[src/rtl/core/bbd_pkg.sv]
// Shared types, constants and helper functions of the Bayer bilinear demosaic unit.
`default_nettype none

package bbd_pkg;

  // Widths fixed by the register and field definitions.
  localparam int CFG_W  = 12;  // configuration register width
  localparam int ROW_W  = 13;  // row counters wrap at this width
  localparam int PIX_W  = 8;   // one colour component or raw sample
  localparam int SUM_W  = 10;  // sum of up to four samples
  localparam int CNT_W  = 3;   // count of up to four neighbours
  localparam int RGB_W  = 3 * PIX_W;

  localparam int DEF_MAX_WIDTH = 2048;

  localparam logic [CFG_W-1:0] FRAME_WIDTH_RST  = 12'd640;
  localparam logic [CFG_W-1:0] FRAME_HEIGHT_RST = 12'd480;
  localparam logic [CFG_W-1:0] MIN_DIM          = 12'd2;

  // Command queue between the front and the back end.
  localparam int FIFO_DEPTH = 4;
  localparam int FIFO_PW    = $clog2(FIFO_DEPTH);

  // floor(x / 3) == (x * 683) >> 11 for every sum of up to four samples.
  localparam logic [SUM_W-1:0] DIV3_MUL   = 10'd683;
  localparam int               DIV3_SHIFT = 11;

  typedef enum logic {
    REQ_SAMPLE = 1'b0,
    REQ_DRAIN  = 1'b1
  } req_type_t;

  typedef enum logic [0:0] {
    REG_FRAME_WIDTH  = 1'b0,
    REG_FRAME_HEIGHT = 1'b1
  } cfg_reg_t;

  typedef enum logic [1:0] {
    COL_RED   = 2'd0,
    COL_GREEN = 2'd1,
    COL_BLUE  = 2'd2
  } colour_t;

  // Position of the output pixel as the back end needs it.
  typedef struct packed {
    logic row_odd;
    logic col_odd;
    logic top;
    logic bottom;
    logic left;
    logic right;
    logic row_end;
    logic frame_end;
  } pos_info_t;

  // One unit of work for the back end: push a sample, optionally emit a pixel.
  typedef struct packed {
    logic [PIX_W-1:0] sample;
    logic             emit;
    pos_info_t        pos;
  } cmd_t;

  typedef struct packed {
    logic full;
    logic empty;
  } fifo_stat_t;

  // GBRG layout: even rows G B G B, odd rows R G R G.
  function automatic colour_t site_colour(input logic row_odd, input logic col_odd);
    colour_t c;
    if (!row_odd) begin
      c = col_odd ? COL_BLUE : COL_GREEN;
    end else begin
      c = col_odd ? COL_GREEN : COL_RED;
    end
    return c;
  endfunction

endpackage

`default_nettype wire

[src/rtl/core/bbd_cmd_fifo.sv]
// Short command queue between the front end and the back end.
`default_nettype none

module bbd_cmd_fifo import bbd_pkg::*; #(
  parameter int DW = 8
) (
  input  wire logic          clk,
  input  wire logic          rst_n,
  input  wire logic          push,
  input  wire logic [DW-1:0] wdata,
  input  wire logic          pop,
  output logic [DW-1:0]      rdata,
  output fifo_stat_t         stat
);

  logic [DW-1:0]      mem_r [FIFO_DEPTH];
  logic [FIFO_PW-1:0] wp_r, rp_r;
  logic [FIFO_PW:0]   cnt_r;

  assign stat.full  = (cnt_r == (FIFO_PW+1)'(FIFO_DEPTH));
  assign stat.empty = (cnt_r == '0);
  assign rdata      = mem_r[rp_r];

  // Pointers and fill level.
  always_ff @(posedge clk) begin
    if (!rst_n) begin
      wp_r  <= '0;
      rp_r  <= '0;
      cnt_r <= '0;
    end else begin
      if (push) begin
        wp_r <= wp_r + FIFO_PW'(1);
      end
      if (pop) begin
        rp_r <= rp_r + FIFO_PW'(1);
      end
      if (push && !pop) begin
        cnt_r <= cnt_r + (FIFO_PW+1)'(1);
      end else if (pop && !push) begin
        cnt_r <= cnt_r - (FIFO_PW+1)'(1);
      end
    end
  end

  // Entry storage.
  always_ff @(posedge clk) begin
    if (push) begin
      mem_r[wp_r] <= wdata;
    end
  end

endmodule

`default_nettype wire

[config.mk]
export PLATFORM = sky130hd
export DESIGN_NAME = bbd_cmd_fifo
export DESIGN_NICKNAME = d
export VERILOG_FILES = /design/src/rtl/core/bbd_pkg.sv /design/src/rtl/core/bbd_cmd_fifo.sv
export SDC_FILE = /design/constraint.sdc
export NUM_CORES = 1
export LEC_CHECK = 0
export BUFFER_PORTS_ARGS = -buffer_cell sky130_fd_sc_hd__buf_2
export CAP_MARGIN = 10
export CORE_ASPECT_RATIO = 1.2
export CORE_MARGIN = 1.5
export CORE_UTILIZATION = 40
export DETAILED_ROUTE_END_ITERATION = 10
export PLACE_DENSITY_LB_ADDON = 0.1
export SLEW_MARGIN = 40
export SYNTH_ARGS = -nofsm -noshare
export SYNTH_HDL_FRONTEND = slang
export SYNTH_SLANG_ARGS = --single-unit
[constraint.sdc]
create_clock -name clk -period 3.65 [get_ports clk]
set_input_delay 0.1825 -clock clk [delete_from_list [all_inputs] [get_ports clk]]
set_output_delay 0.1825 -clock clk [all_outputs]
set_load 0.02 [all_outputs]
==> run_results.csv <==
group,metric,value,unit
floorplanning,floorplan.rows,25,
hold_path,min_from,"wdata[7]",
clock_network,clk_pin_slew,0.07,ns
logic_synthesis,synth_seq_cells,41,
timing,setup_viol_count_final,0,
global_routing,grt_pass1_wl,3820,um
cells_and_area,diodes,0,
logic_synthesis,syn-cell-area,1600,sq um
detailed_routing,drtAntennaViolNets,0,
cells_and_area,syn2layout_area_growth,16.4,%
place,hpwl,1640,um
clock_network,cts_hold_buf,0,
logic_synthesis,async_reset_ff_share,0,%
worst_setup_path,crit_type,"reg2out",
cells_and_area,nNetsFinal,129,
detailed_routing,wl_per_cell,14.2,um
logic_synthesis,synth_top_flop_cell,"edfxtp_1",
worst_setup_path,crit_path_top_delay_cell,"dfxtp_1",
logic_synthesis,synth_enable_flop_cells,32,
clock_network,clk_path_buf_depth,2,
cells_and_area,drive_above_1_share,31.3,%
logic_synthesis,synth_top_area_share,60.0,%
floorplanning,die_y,72.3,um
global_routing,grt_util_all_layers,13.0,%
logic_synthesis,synthCells,85,
timing,whs,0.108,ns
timing,hold_viol,0,
hold_path,hp-class,"in2reg",
timing,rsz0062_at_grt,"false",
run_status,status,"complete, no violations",
logic_synthesis,synth_nets,103,
hold_path,whs_path_depth,1,
timing,fin_crit_sh,52.3,%
logic_synthesis,yosysTopAreaCell,"edfxtp_1",
timing,period_minus_slack,1.91,ns
worst_setup_path,cp_max_fo,8,
clock_network,cts_made_buffers,5,
floorplanning,dieArea,4400,sq um
detailed_routing,vias,763,
worst_setup_path,worstSetupEndpointType,"output pin",
logic_synthesis,yosysWarningCount,0,
clock_network,post_cts_buffers,0,
worst_setup_path,reg2reg_from,"cnt_r[0]",
clock_network,cts_resized,0,
place,place_congestion,0.697,
power_and_ir_drop,power.leakage,0.677,nW
timing,worst_slew_pin_slew,0.563,ns
global_routing,grt_pass1_vias,809,
global_routing,grt_overflow,0,
place,dpl-instance-area,1760,sq um
cells_and_area,fin_area,1870,sq um
floorplanning,die_w,60.8,um
logic_synthesis,synthTopCellsByArea,"edfxtp_1, dfxtp_1, mux4_2, ha_1, and2_1",
logic_synthesis,synth_most_common_cell,"edfxtp_1",
worst_setup_path,cp.required,3.47,ns
logic_synthesis,synth-seq-area-share,71.2,%
timing,worst_clock_skew,0.00422,ns
worst_setup_path,cpPeakStageDelay,0.68,ns
power_and_ir_drop,ir_drop,0.349,mV
detailed_routing,wl,2360,um
detailed_routing,drc,0,
detailed_routing,drtIter0Drc,19,
global_routing,grt_antenna_before_repair,0,
logic_synthesis,syn_avg_cell_area,18.9,sq um
hold_path,whs_endpoint,"mem_r[2][7]",
global_routing,grt_max_degree,13,
clock_network,cts_tree,"built",
floorplanning,io-pin-count,22,
logic_synthesis,yosys-top-cells-count,"edfxtp_1, and2_1, dfxtp_1, mux4_2, ha_1",
detailed_routing,first_pass_iters,4,
worst_setup_path,path_buf_inv,1,
floorplanning,initial_core_util,41.3,%
worst_setup_path,rr_worst_depth,4,
place,port_buffers,21,
logic_synthesis,ys_types,19,
timing,timing.fmax,524,MHz
worst_setup_path,cp_cell_sequence,"mux4_2 > buf_2",
detailed_routing,via_per_inst,4.60,
clock_network,htreeDepth,2,
worst_setup_path,start_kind,"register",
job,cap_viol_max_count,0,
clock_network,insertion_delay,0.28,ns
timing,maxSlewViolCount,0,
timing,slew_headroom,62.4,%
worst_setup_path,rr_endpoint,"cnt_r[2]",
worst_setup_path,critPathTopFamily,"flip-flops",
timing,finalSetupTns,0,ns
clock_network,root_buffer,"clkbuf_8",
worst_setup_path,reg2reg_slack,2.16,ns
floorplanning,core,3880,sq um
clock_network,clock_sinks,41,
power_and_ir_drop,power_density,548,nW/um^2
worst_setup_path,cp.arrival,1.72,ns
-- worst max-delay path by stage --
stage | startpoint | endpoint | slack [ns] | cells past startpoint
5_1_grt | register | rdata[4] | 1.63 | 2
3_5_place_dp | register | rdata[1] | 1.99 | 2
2_1_floorplan | pop | cnt_r[2] | 2.21 | 7
3_3_place_gp | push | cnt_r[2] | 2.00 | 7
6_report | register | rdata[6] | 1.74 | 2
4_1_cts | register | rdata[1] | 1.67 | 2
-- placed cells by master, fill, tap and decap left out, types with 2 or more instances in the layout --
cell       n
clkbuf_8   5
edfxtp_1  32
xnor2_1    2
and2_1     9
ha_1       5
mux2i_1    2
mux4_2     8
dfxtp_1    9
nor2b_1    2
xor2_1     3
inv_1      4
buf_2     21
-- report_power, final --
part / switching, W / leakage [nW] / internal (W)
combinational: 0.0000661 / 0.256 / 0.0000592
sequential: 0.0000223 / 0.368 / 0.000533
clock: 0.000140 / 0.0528 / 0.000202
-- through the flow --
step	worst slack, ns	util [%]	std cells	total power, W
final	1.74	48.1	166	0.00102
after global routing	1.63	48.1	166	0.00107
after CTS	1.67	48.1	166	0.00104
after detailed placement	1.99	45.4	158	0.000694
after global placement	2.00	45.4	158	0.000690
after floorplan	2.21	-	85	0.000652
-- cells by family (layout without fill, tap and decap cells) --
family                     count (synthesis)  after routing  synth area share [%]
muxes                                     10             10                  12.5
xor gates and xnor gates                   5              5                  2.73
and+or+nand+nor                           15             15                  5.70
buffers and inverters                      6             33                  1.95
AOI/OAI and AO/OA                          2              2                 0.781
adders and majority gates                  6              6                  5.15
DFF                                       41             41                  71.2
-- cell type report --
cell class / instances / area [sq um]
Sequential cell: 41 / 1140
Clock buffer: 6 / 72.6
Clock inverter: 2 / 33.8
Multi-Input combinational cell: 38 / 430
Inverter: 4 / 15.0
Fill cell: 361 / 2010
Timing Repair Buffer: 21 / 105
Tap cell: 54 / 67.6
-- layer usage --
layer | up-vias | routed length [um] | track usage [%]
met5 | - | 0 | 0
met4 | 0 | 60 | 7.25
met3 | 6 | 91 | 5.35
met2 | 18 | 1220 | 20.7
met1 | 371 | 985 | 14.4
li1 | 368 | - | -
-- state kept, by name (all words and copies together), names as in the netlist, named ones only --
name / count
mem_r: 32
cnt_r: 3
rp_r: 2
wp_r: 2
(Power assumes the default switching activity.)
