<file path="config.mk">
export PLATFORM = sky130hd
export DESIGN_NAME = bbd_front
export DESIGN_NICKNAME = d
export VERILOG_FILES = /design/src/rtl/core/bbd_pkg.sv /design/src/rtl/core/bbd_front.sv
export SDC_FILE = /design/constraint.sdc
export NUM_CORES = 1
export LEC_CHECK = 0
export BUFFER_PORTS_ARGS = -buffer_cell sky130_fd_sc_hd__buf_2
export CAP_MARGIN = 20
export CORE_MARGIN = 2
export CORE_UTILIZATION = 50
export CTS_CLUSTER_DIAMETER = 40
export DETAILED_ROUTE_END_ITERATION = 7
export PLACE_DENSITY = 0.72
export SYNTH_ARGS = -nofsm -noshare
export SYNTH_HDL_FRONTEND = slang
export SYNTH_SLANG_ARGS = --single-unit
</file>
<file path="constraint.sdc">
create_clock -name clk -period 6.62 [get_ports clk]
set_input_delay 0 -clock clk [delete_from_list [all_inputs] [get_ports clk]]
set_output_delay 0 -clock clk [all_outputs]
set_load 0.005 [all_outputs]
</file>
<file path="src/rtl/core/bbd_pkg.sv">
// Shared types, constants and helper functions of the Bayer bilinear demosaic unit.
`default_nettype none

package bbd_pkg;

  // Widths fixed by the register and field definitions.
  localparam int CFG_W  = 12;  // configuration register width
  localparam int ROW_W  = 13;  // row counters wrap at this width
  localparam int PIX_W  = 8;   // one colour component or raw sample
  localparam int SUM_W  = 10;  // sum of up to four samples
  localparam int CNT_W  = 3;   // count of up to four neighbours
  localparam int RGB_W  = 3 * PIX_W;

  localparam int DEF_MAX_WIDTH = 2048;

  localparam logic [CFG_W-1:0] FRAME_WIDTH_RST  = 12'd640;
  localparam logic [CFG_W-1:0] FRAME_HEIGHT_RST = 12'd480;
  localparam logic [CFG_W-1:0] MIN_DIM          = 12'd2;

  // Command queue between the front and the back end.
  localparam int FIFO_DEPTH = 4;
  localparam int FIFO_PW    = $clog2(FIFO_DEPTH);

  // floor(x / 3) == (x * 683) >> 11 for every sum of up to four samples.
  localparam logic [SUM_W-1:0] DIV3_MUL   = 10'd683;
  localparam int               DIV3_SHIFT = 11;

  typedef enum logic {
    REQ_SAMPLE = 1'b0,
    REQ_DRAIN  = 1'b1
  } req_type_t;

  typedef enum logic [0:0] {
    REG_FRAME_WIDTH  = 1'b0,
    REG_FRAME_HEIGHT = 1'b1
  } cfg_reg_t;

  typedef enum logic [1:0] {
    COL_RED   = 2'd0,
    COL_GREEN = 2'd1,
    COL_BLUE  = 2'd2
  } colour_t;

  // Position of the output pixel as the back end needs it.
  typedef struct packed {
    logic row_odd;
    logic col_odd;
    logic top;
    logic bottom;
    logic left;
    logic right;
    logic row_end;
    logic frame_end;
  } pos_info_t;

  // One unit of work for the back end: push a sample, optionally emit a pixel.
  typedef struct packed {
    logic [PIX_W-1:0] sample;
    logic             emit;
    pos_info_t        pos;
  } cmd_t;

  typedef struct packed {
    logic full;
    logic empty;
  } fifo_stat_t;

  // GBRG layout: even rows G B G B, odd rows R G R G.
  function automatic colour_t site_colour(input logic row_odd, input logic col_odd);
    colour_t c;
    if (!row_odd) begin
      c = col_odd ? COL_BLUE : COL_GREEN;
    end else begin
      c = col_odd ? COL_GREEN : COL_RED;
    end
    return c;
  endfunction

endpackage

`default_nettype wire

</file>
<file path="src/rtl/core/bbd_front.sv">
// Front end: configuration registers, frame counters and item classification.
`default_nettype none

module bbd_front import bbd_pkg::*; #(
  parameter int MAX_WIDTH = DEF_MAX_WIDTH,
  parameter int AW        = $clog2(MAX_WIDTH)
) (
  input  wire logic             clk,
  input  wire logic             rst_n,
  input  wire logic             in_tvalid,
  output logic                  in_tready,
  input  wire logic             in_tuser,   // [0] req_type
  input  wire logic [PIX_W-1:0] in_tdata,   // [7:0] raw_sample
  input  wire logic             cfg_we,
  input  wire logic [0:0]       cfg_index,
  input  wire logic [CFG_W-1:0] cfg_wdata,
  input  wire fifo_stat_t       fifo_stat,
  output logic                  cmd_push,
  output cmd_t                  cmd,
  output logic [AW-1:0]         cmd_addr
);

  localparam int MW_BITS = $clog2(MAX_WIDTH + 1);
  localparam int XW      = ((MW_BITS > CFG_W) ? MW_BITS : CFG_W) + 1;
  localparam int PW      = MW_BITS;
  localparam int RX      = ROW_W + 1;
  localparam logic [XW-1:0] MAXW_X = XW'(MAX_WIDTH);

  logic [CFG_W-1:0] fw_r, fh_r;
  logic [AW-1:0]    col_r, col_nxt, ocol_r, ocol_nxt;
  logic [ROW_W-1:0] row_r, row_nxt, orow_r, orow_nxt;
  logic [PW-1:0]    pend_r, pend_nxt;

  logic [XW-1:0]    w_eff, fw_x, col1_x, ocol1_x;
  logic [CFG_W-1:0] h_eff;
  logic [ROW_W-1:0] h_row;
  logic             accept, is_drain, frame_done, new_frame, drain_ok, do_cmd, emit;
  logic [AW-1:0]    col0, ocol0;
  logic [ROW_W-1:0] row0, orow0;
  logic [PW-1:0]    pend0;
  logic             right, bottom;

  assign in_tready = !fifo_stat.full;
  assign accept    = in_tvalid && in_tready;

  // Effective frame size: width clamped to [2, MAX_WIDTH], height to at least 2.
  always_comb begin
    fw_x = XW'(fw_r);
    if (fw_r < MIN_DIM) begin
      w_eff = XW'(MIN_DIM);
    end else if (fw_x > MAXW_X) begin
      w_eff = MAXW_X;
    end else begin
      w_eff = fw_x;
    end
    h_eff = (fh_r < MIN_DIM) ? MIN_DIM : fh_r;
    h_row = ROW_W'(h_eff);
  end

  // Classify the item and work out the next counter values.
  always_comb begin
    is_drain   = (req_type_t'(in_tuser) == REQ_DRAIN);
    frame_done = (row_r >= h_row);
    new_frame  = !is_drain && frame_done;
    drain_ok   = frame_done && (pend_r != '0);
    do_cmd     = !is_drain || drain_ok;

    col0  = new_frame ? '0 : col_r;
    row0  = new_frame ? '0 : row_r;
    pend0 = new_frame ? '0 : pend_r;
    ocol0 = new_frame ? '0 : ocol_r;
    orow0 = new_frame ? '0 : orow_r;

    // Input position advances on every pushed sample.
    col1_x = XW'(col0) + XW'(1);
    if (col1_x >= w_eff) begin
      col_nxt = '0;
      row_nxt = row0 + ROW_W'(1);
    end else begin
      col_nxt = col1_x[AW-1:0];
      row_nxt = row0;
    end

    // A sample releases a pixel once a row of samples is already held back; a drain always does.
    emit = is_drain ? 1'b1 : (XW'(pend0) >= w_eff);
    if (is_drain) begin
      pend_nxt = pend_r - PW'(1);
    end else if (emit) begin
      pend_nxt = pend0;
    end else begin
      pend_nxt = pend0 + PW'(1);
    end

    // Output position and its frame-edge flags.
    ocol1_x = XW'(ocol0) + XW'(1);
    right   = (ocol1_x >= w_eff);
    bottom  = ((RX'(orow0) + RX'(1)) >= RX'(h_row));
    if (!emit) begin
      ocol_nxt = ocol0;
      orow_nxt = orow0;
    end else if (right) begin
      ocol_nxt = '0;
      orow_nxt = orow0 + ROW_W'(1);
    end else begin
      ocol_nxt = ocol1_x[AW-1:0];
      orow_nxt = orow0;
    end

    cmd.sample        = is_drain ? '0 : in_tdata;
    cmd.emit          = emit;
    cmd.pos.row_odd   = orow0[0];
    cmd.pos.col_odd   = ocol0[0];
    cmd.pos.top       = (orow0 == '0);
    cmd.pos.bottom    = bottom;
    cmd.pos.left      = (ocol0 == '0);
    cmd.pos.right     = right;
    cmd.pos.row_end   = right;
    cmd.pos.frame_end = right && bottom;
    cmd_addr          = col0;
    cmd_push          = accept && do_cmd;
  end

  // Configuration registers and counters.
  always_ff @(posedge clk) begin
    if (!rst_n) begin
      fw_r   <= FRAME_WIDTH_RST;
      fh_r   <= FRAME_HEIGHT_RST;
      col_r  <= '0;
      row_r  <= '0;
      pend_r <= '0;
      ocol_r <= '0;
      orow_r <= '0;
    end else begin
      if (cfg_we) begin
        unique case (cfg_reg_t'(cfg_index))
          REG_FRAME_WIDTH:  fw_r <= cfg_wdata;
          REG_FRAME_HEIGHT: fh_r <= cfg_wdata;
          default: ;
        endcase
      end
      if (cmd_push) begin
        col_r  <= col_nxt;
        row_r  <= row_nxt;
        pend_r <= pend_nxt;
        ocol_r <= ocol_nxt;
        orow_r <= orow_nxt;
      end
    end
  end

endmodule

`default_nettype wire

</file>
==> results.toml <==
[cts]
cts_buffer_depth = 2
cts_tree = "yes"
clkTransAtPathRegs_ns = 0.06
cts_sinks = 84
clk_latency_ns = 0.34
htreeDepth = 3
clockRootBuffer = "clkbuf_16"
numCtsBuffers = 9

[setup_path]
required_ns = 6.62
critPathArrivalTime_ns = 6.03
crit_fanout = 32
start_kind = "register"
endpoint_kind = "output port"
crit_type = "reg2out"

[floorplanning]
initial_core_util = 0.513
std_cell_rows = 41
io_pins = 58
die-area_um2 = 13900
die_width_um = 118
die_y_um = 118
core-area_um2 = 12700

[yosys]
synth_area_leaders = "dfxtp_1, ha_1, nand2_1"
avgSynthCellArea_um2 = 7.39
synth_edf_count = 0
synth_top_area_cell = "dfxtp_1"
synthFlopType = "dfxtp_1"
syn_area_um2 = 6500
ys_warn_count = 0
synth_most_common_cell = "nand2_1"
synth_nets = 973
synth.distinct_cells = 73
syn-instance-count = 879
synth_top_cell_area_share = 0.259
ys_ff_latch = 84
async_flop_share = 0
synth_seq_area_share = 0.259
synth_top_cells_by_count = "nand2_1, a21oi_1, dfxtp_1, nand3_1, ha_1"

[sta]
fmaxAchievable_mhz = 166
setup_viol = 0
finalCritPeriodShare = 0.910
min_period_ns = 6.03
rsz0062_at_grt = "false"
setup_tns_ns = 0
finalHoldViolCount = 0
finalClockSkew_ns = 0.00543
tightest_slew_ns = 0.937
layout_setup_ws_ns = 0.593
drv_slew = 0
slew_headroom = 0.374

[grt]
grt_pass1_wl_mm = 29.1
grt_pass1_vias = 5884
antenna_found_initial = 0
grt_max_degree = 54
grt_use_total = 0.252
gr-total-overflow = 0

[power]
finalPower_mw = 1.19
cellPowerDensity_nw_per_um2 = 164
p_leak_nw = 3.01
ir_drop_v = 0.000166

[placed_design]
portBuffers = 56
dp_slack_ns = 0.517
dp_hpwl_mm = 12.2
place_congestion = 0.886
place_inst = 1060

[route]
via_per_inst = 5.93
wl_per_cell_um = 15.8
first_pass_iters = 6
num_vias = 6467
drt_iter0_markers = 517
drc = 0
drtAntennaViolNets = 0
routed_wl_mm = 17.2

[finish]
instances_no_fill = 1090
final_nets = 1007
area_growth_pct = 11.8
antenna_cells = 0
nFillCells = 1224
utilization = 0.573
drive_gt1_frac = 0.105

[worst_hold_path]
min_path_type = "in2reg"

[run_status]
status = "finished, final reports clean"

[run]
cap_violations = 0
[metrics by stage]
stage                     hold WS, ns  area, µm²
after floorplan                0.0421       6500
after global placement          0.239       6820
after detailed placement        0.245       6820
after CTS                      0.0523       7240
after global routing           0.0769       7260
final                          0.0575       7260
[registers in the layout, indices dropped and copies added (netlist names)]
name    cells
orow_r     13
fw_r       12
col_r      11
fh_r       12
pend_r     12
row_r      13
ocol_r     11
[worst max-delay path, stage by stage (launching register included)]
cell	delay [ns]
dfxtp_1	0.34
nor4_2	0.30
nand3_1	0.21
and2_1	0.23
ha_1	0.26
nand2b_1	0.16
maj3_2	0.30
and3_1	0.21
o21a_2	0.27
o21ai_4	0.39
buf_4	0.40
nand2_1	0.12
inv_1	0.13
ha_1	0.28
nand3_1	0.15
nor3_1	0.43
and3_1	0.33
xnor2_1	0.14
nor2_1	0.06
ha_1	0.31
o21ai_0	0.08
nand2b_1	0.07
a21oi_1	0.18
nand3_1	0.13
buf_2	0.16
[metal layers]
metal  up-vias  GRT usage  share of wire  wire length [µm]
li1       3227          -              -                 -
met1      2991      0.358           0.48              8240
met2       221      0.392           0.44              7600
met3        28     0.0349          0.061              1060
met4         0     0.0798          0.018               310
met5         -          0              0                 0
[layout make-up]
class                      count  area (µm²)  area share
clock buffer                  11         233      0.0320
tap                          172         215      0.0296
sequential                    84        1680       0.232
inverter                      32         120      0.0165
clock inverter                 5        61.3     0.00844
timing repair buffer          77         465      0.0641
multi-input combinational    709        4490       0.618
[worst paths after layout]
| kind | from | depth (start not counted) | to | slack (ns) |
|---|---|---|---|---|
| worst min-delay path | in_tvalid | 4 | pend_r[4] | 0.06 |
| worst min register to register | fw_r[1] | 2 | fw_r[1] | 0.48 |
| worst max-delay path | fh_r[3] | 24 | cmd[4] | 0.59 |
| worst max register to register | fh_r[3] | 26 | orow_r[1] | 0.68 |
[layout by cell type (no fill, tap or decap), drive strengths merged, types with 3 or more instances in the layout]
master	synthesis	layout
nand2	123	123
nand3	70	70
o31a	3	3
nand2b	12	12
mux2i	8	8
nor2b	11	11
o21ai	42	42
o21a	6	6
nor4	12	12
nor2	61	61
o22ai	5	5
and2	27	27
nor3	14	14
a21o	7	7
a211oi	3	3
dfxtp	84	84
inv	30	31
clkbuf	34	11
o311ai	3	3
buf	20	65
o31ai	6	6
clkinvlp	0	3
or4	8	8
o211ai	9	9
or3	11	11
ha	66	66
xnor2	23	23
dlygate4sd3	0	12
and3	21	21
a22oi	4	4
a31oi	6	6
a2111oi	3	3
a21oi	88	88
xor2	11	11
a311oi	3	3
nand4	14	14
[kinds of logic (layout without fill, tap and decap cells)]
group	count (synthesis)	in the layout	share of synthesized area
adder cells (fa/ha/maj)	67	67	0.129
XOR/XNOR	34	34	0.0458
flip-flops	84	84	0.259
AND/OR/NAND/NOR	393	393	0.300
buffers and inverters	86	125	0.0553
AO/OA/AOI/OAI	207	207	0.199
multiplexers	8	8	0.0123
[where the power goes]
group	leakage [nW]	internal [mW]	total, mW	switching (mW)
combinational	2.20	0.0608	0.159	0.0977
sequential	0.681	0.516	0.527	0.0107
clock	0.132	0.294	0.509	0.215
[timing repair]
item / in CTS / in global routing
gates resized for setup: 0 / 1
hold buffers: 12 / 0
endpoints found under the hold margin: 24 / 0
endpoints found under the setup margin: 0 / 9
buffers inserted: 0 / 2
Note: power is estimated with default switching activity, not from simulation.
